**src/design/fwmh_par.sv**
```systemverilog
// Parent index unit: registered (pos - 1) / ARITY by reciprocal multiplication.
// No dependencies.
`timescale 1ns / 1ps

module fwmh_par #(
	parameter int IW    = 10,
	parameter int ARITY = 4
) (
	input  logic          clk,
	input  logic [IW-1:0] pos,
	output logic [IW-1:0] par
);

	localparam int     LA = $clog2(ARITY);
	localparam int     SH = IW + LA;
	localparam int     MW = IW + 2;
	localparam int     PW = IW + MW;
	localparam longint MV = ((64'd1 << SH) + ARITY - 1) / ARITY;
	localparam logic [MW-1:0] RECIP = MW'(MV);

	logic [IW-1:0] pm1;
	logic [PW-1:0] prod;

	assign pm1  = pos - IW'(1);
	assign prod = PW'(pm1) * PW'(RECIP);

	always_ff @(posedge clk) begin
		par <= IW'(prod >> SH);
	end

endmodule

```
**config.mk**
```make
export PLATFORM = sky130hd
export DESIGN_NAME = fwmh_par
export DESIGN_NICKNAME = d
export VERILOG_FILES = /design/src/design/fwmh_par.sv
export SDC_FILE = /design/constraint.sdc
export NUM_CORES = 1
export LEC_CHECK = 0
export ABC_AREA = 1
export BUFFER_PORTS_ARGS = -buffer_cell sky130_fd_sc_hd__clkbuf_2
export CELL_PAD_IN_SITES_DETAIL_PLACEMENT = 0
export CELL_PAD_IN_SITES_GLOBAL_PLACEMENT = 1
export CORE_UTILIZATION = 24
export CTS_CLUSTER_SIZE = 40
export DETAILED_ROUTE_END_ITERATION = 16
export PLACE_DENSITY_LB_ADDON = 0.12
export SLEW_MARGIN = 10
export SYNTH_ARGS = -nofsm -noshare
export SYNTH_HDL_FRONTEND = slang
export SYNTH_SLANG_ARGS = --single-unit
```
**constraint.sdc**
```tcl
create_clock -name clk -period 0.8 [get_ports clk]
set_clock_uncertainty 0.15 [all_clocks]
set_input_delay 0.12 -clock clk [delete_from_list [all_inputs] [get_ports clk]]
set_output_delay 0.12 -clock clk [all_outputs]
set_load 0.02 [all_outputs]
```
==> reports/metrics.cfg <==
[synth]
yosysTopAreaCell = dfxtp_1
syn_inst = 52
synth.most_common_cell = nand2_1
synth_area_leaders = dfxtp_1, nand2_1, nor2_4
ys_types = 14
synth-simple-area-share_pct = 42.24
yosys-top-cells-count = nand2_1, dfxtp_1, inv_1
synth_top_family_by_area = simple AND/OR/NAND/NOR gates
synth_top_area_share_pct = 42.24
synth-compound-area-share_pct = 2.640
ys_seq_area_share_pct = 42.24
synthAdderAreaFrac_pct = 0
synth_ff_type = dfxtp_1
syn_area_um2 = 379.1
synth-seq-cells = 8
synth_edf_count = 0
yosys_warnings = 0
async_flop_share_pct = 0
syn_area_per_cell_um2 = 7.291
synthXorXnorAreaFrac_pct = 0
synth_mux_area_share_pct = 0

[power]
p_int_uw = 721.7
p_sw_uw = 246.6
p_comb_share_pct = 23.7
clkPwrFrac_pct = 30.1
power_leakage_uw = 0.0003352
sw_frac_of_total_pct = 25.47
seqPwrFrac_pct = 46.2
power_density_mw_per_mm2 = 1545
irDropWorstVdd_v = 0.0003924

[timing]
drv_slew = 0
period_share_pct = 119.0
fin_crit_ps = 952.1
fmax_mhz = 1050
rsz0062_at_grt = true
finalHoldViolCount = 5
setup_tns_ps = -1193
whs_ps = -64.13
setup_viol = 8
final.setup.worst_slack_ps = -152.1

[drt]
first_pass_iters = 3
dr_total_vias = 358
drc = 0
postRouteAntennaNets = 0
viasPerCell = 3.891
drt_wl_total_um = 688
drt_iter0_markers = 2
avgRoutedWirePerCell_um = 7.478

[cells_and_area]
reg.largest.list = par x8
largest_reg_flops = 8
layout.nets = 90
top_register = par
utilization_pct = 45.34
diodes = 0
drive_gt1_share_pct = 53.25
final_area_um2 = 626.9
syn_to_final_growth_pct = 65.35

[grt]
grt_pass1_vias = 318
track_usage_pct = 9.588
grt_pass1_wl_mm = 1.221
overflow = 0
grt_max_degree = 5
grt_antenna_before_repair = 0

[worst_setup_path]
required_ps = 530
cp-start-kind = register
critPathMaxFanout = 1
cp.arrival_ps = 680
cp_num_buf_inv = 1
crit_path_max_incr_delay_ps = 320
crit_family = flip-flops
critPathKind = register to output pin
cpMaxStageDelayCell = dfxtp_2
crit_path_end_kind = output pin
path_cells = buf_8

[die]
fp.dieW_um = 41.75
core_area_mm2 = 0.001383
die_h_um = 41.75
initial_utilization_pct = 27.42
die_area_mm2 = 0.001743
rows = 13
io_pins = 21

[placement]
place_hpwl_um = 603
place_congestion = 0.7497
port_buffers = 18
place_area_um2 = 514.2
dp_slack_ps = -197.5

[min_path]
min_path_cells = 3
min_from = pos[6]
holdPathEnd = par[4]$_DFF_P_
hold_path.class = primary input to register

[clocking]
post_cts_buffers = 0
clkTransAtPathRegs_ps = 50
htreeDepth = 1
cts.sinks = 8
clk_path_buf_depth = 2
cts-buffers-inserted = 3
clock-root-buffer = clkbuf_4
tritoncts = done

[flow_run]
maxCapViolCount = 0

[status]
status = complete, but fails checks
violations = hold timing, setup timing

[power groups by stage]
stage | Sequential (uW) | Combinational, uW | Clock (uW)
after floorplan | 474 | 71.0 | 0
after global placement | 439 | 184 | 0
after detailed placement | 440 | 183 | 0
after CTS | 440 | 221 | 311
after global routing | 449 | 250 | 339
final | 447 | 230 | 291
[worst max-delay path by stage]
stage / startpoint / to / slack (ps) / cells after the start
finish: par[3]$_DFF_P_ / par[3] / -150 / 1
global route: par[2]$_DFF_P_ / par[2] / -190 / 1
CTS: par[3]$_DFF_P_ / par[3] / -180 / 1
detailed placement: pos[1] / par[6]$_DFF_P_ / -200 / 7
global placement: pos[4] / par[6]$_DFF_P_ / -220 / 7
floorplan: pos[8] / par[7]$_DFF_P_ / -40 / 5
[tightest hold or removal path, stage by stage]
cell and delay [ps]:
clkbuf_2 90, nand2_1 50, nand2_1 40
[cell usage in the layout, fill, tap and decap left out]
cell	synthesis	routed
nand2_1	19	19
clkbuf_2	0	10
inv_1	8	8
buf_8	0	8
dfxtp_2	0	8
buf_4	2	5
nor2_4	3	3
nand3_1	3	3
clkbuf_4	0	3
nor2_2	2	2
conb_1	1	2
nand2_2	1	1
nand2_4	1	1
or2_1	1	1
nor2_1	1	1
o21ai_1	1	1
o21ai_0	1	1
[logic make-up (layout without fill, tap and decap cells)]
kind of cell	after synthesis	in the layout
buffers and inverters	10	34
AND/OR/NAND/NOR	31	31
other	1	2
AO/OA/AOI/OAI	2	2
flip-flops	8	8
[routing by layer]
metal	track usage [%]	up-vias	part of all wire, %
li1	-	202	-
met1	11.02	143	46
met2	13.44	11	46
met3	4.348	2	6.1
met4	7.742	0	1.6
met5	0	-	0
[through the flow]
step	total power, uW	std cells
2_1_floorplan	545.2	53
3_3_place_gp	623.4	89
6_report	968.3	92
3_5_place_dp	623.0	89
4_1_cts	972.8	92
5_1_grt	1038	92
[layout make-up]
type,count,area (um2)
clock buffers,3,22.52
fillers,135,755.7
inverters,8,30.03
multi-input cells,35,177.7
flip-flops and latches,8,170.2
well taps,15,18.77
repair buffers,23,207.7
[timing repair]
item / 4_1_cts / 5_1_grt
gates resized for setup: 23 / 8
endpoints found under the hold margin: 5 / 2
setup endpoints to repair: 8 / 8
Power figures use the tool's default switching activity.
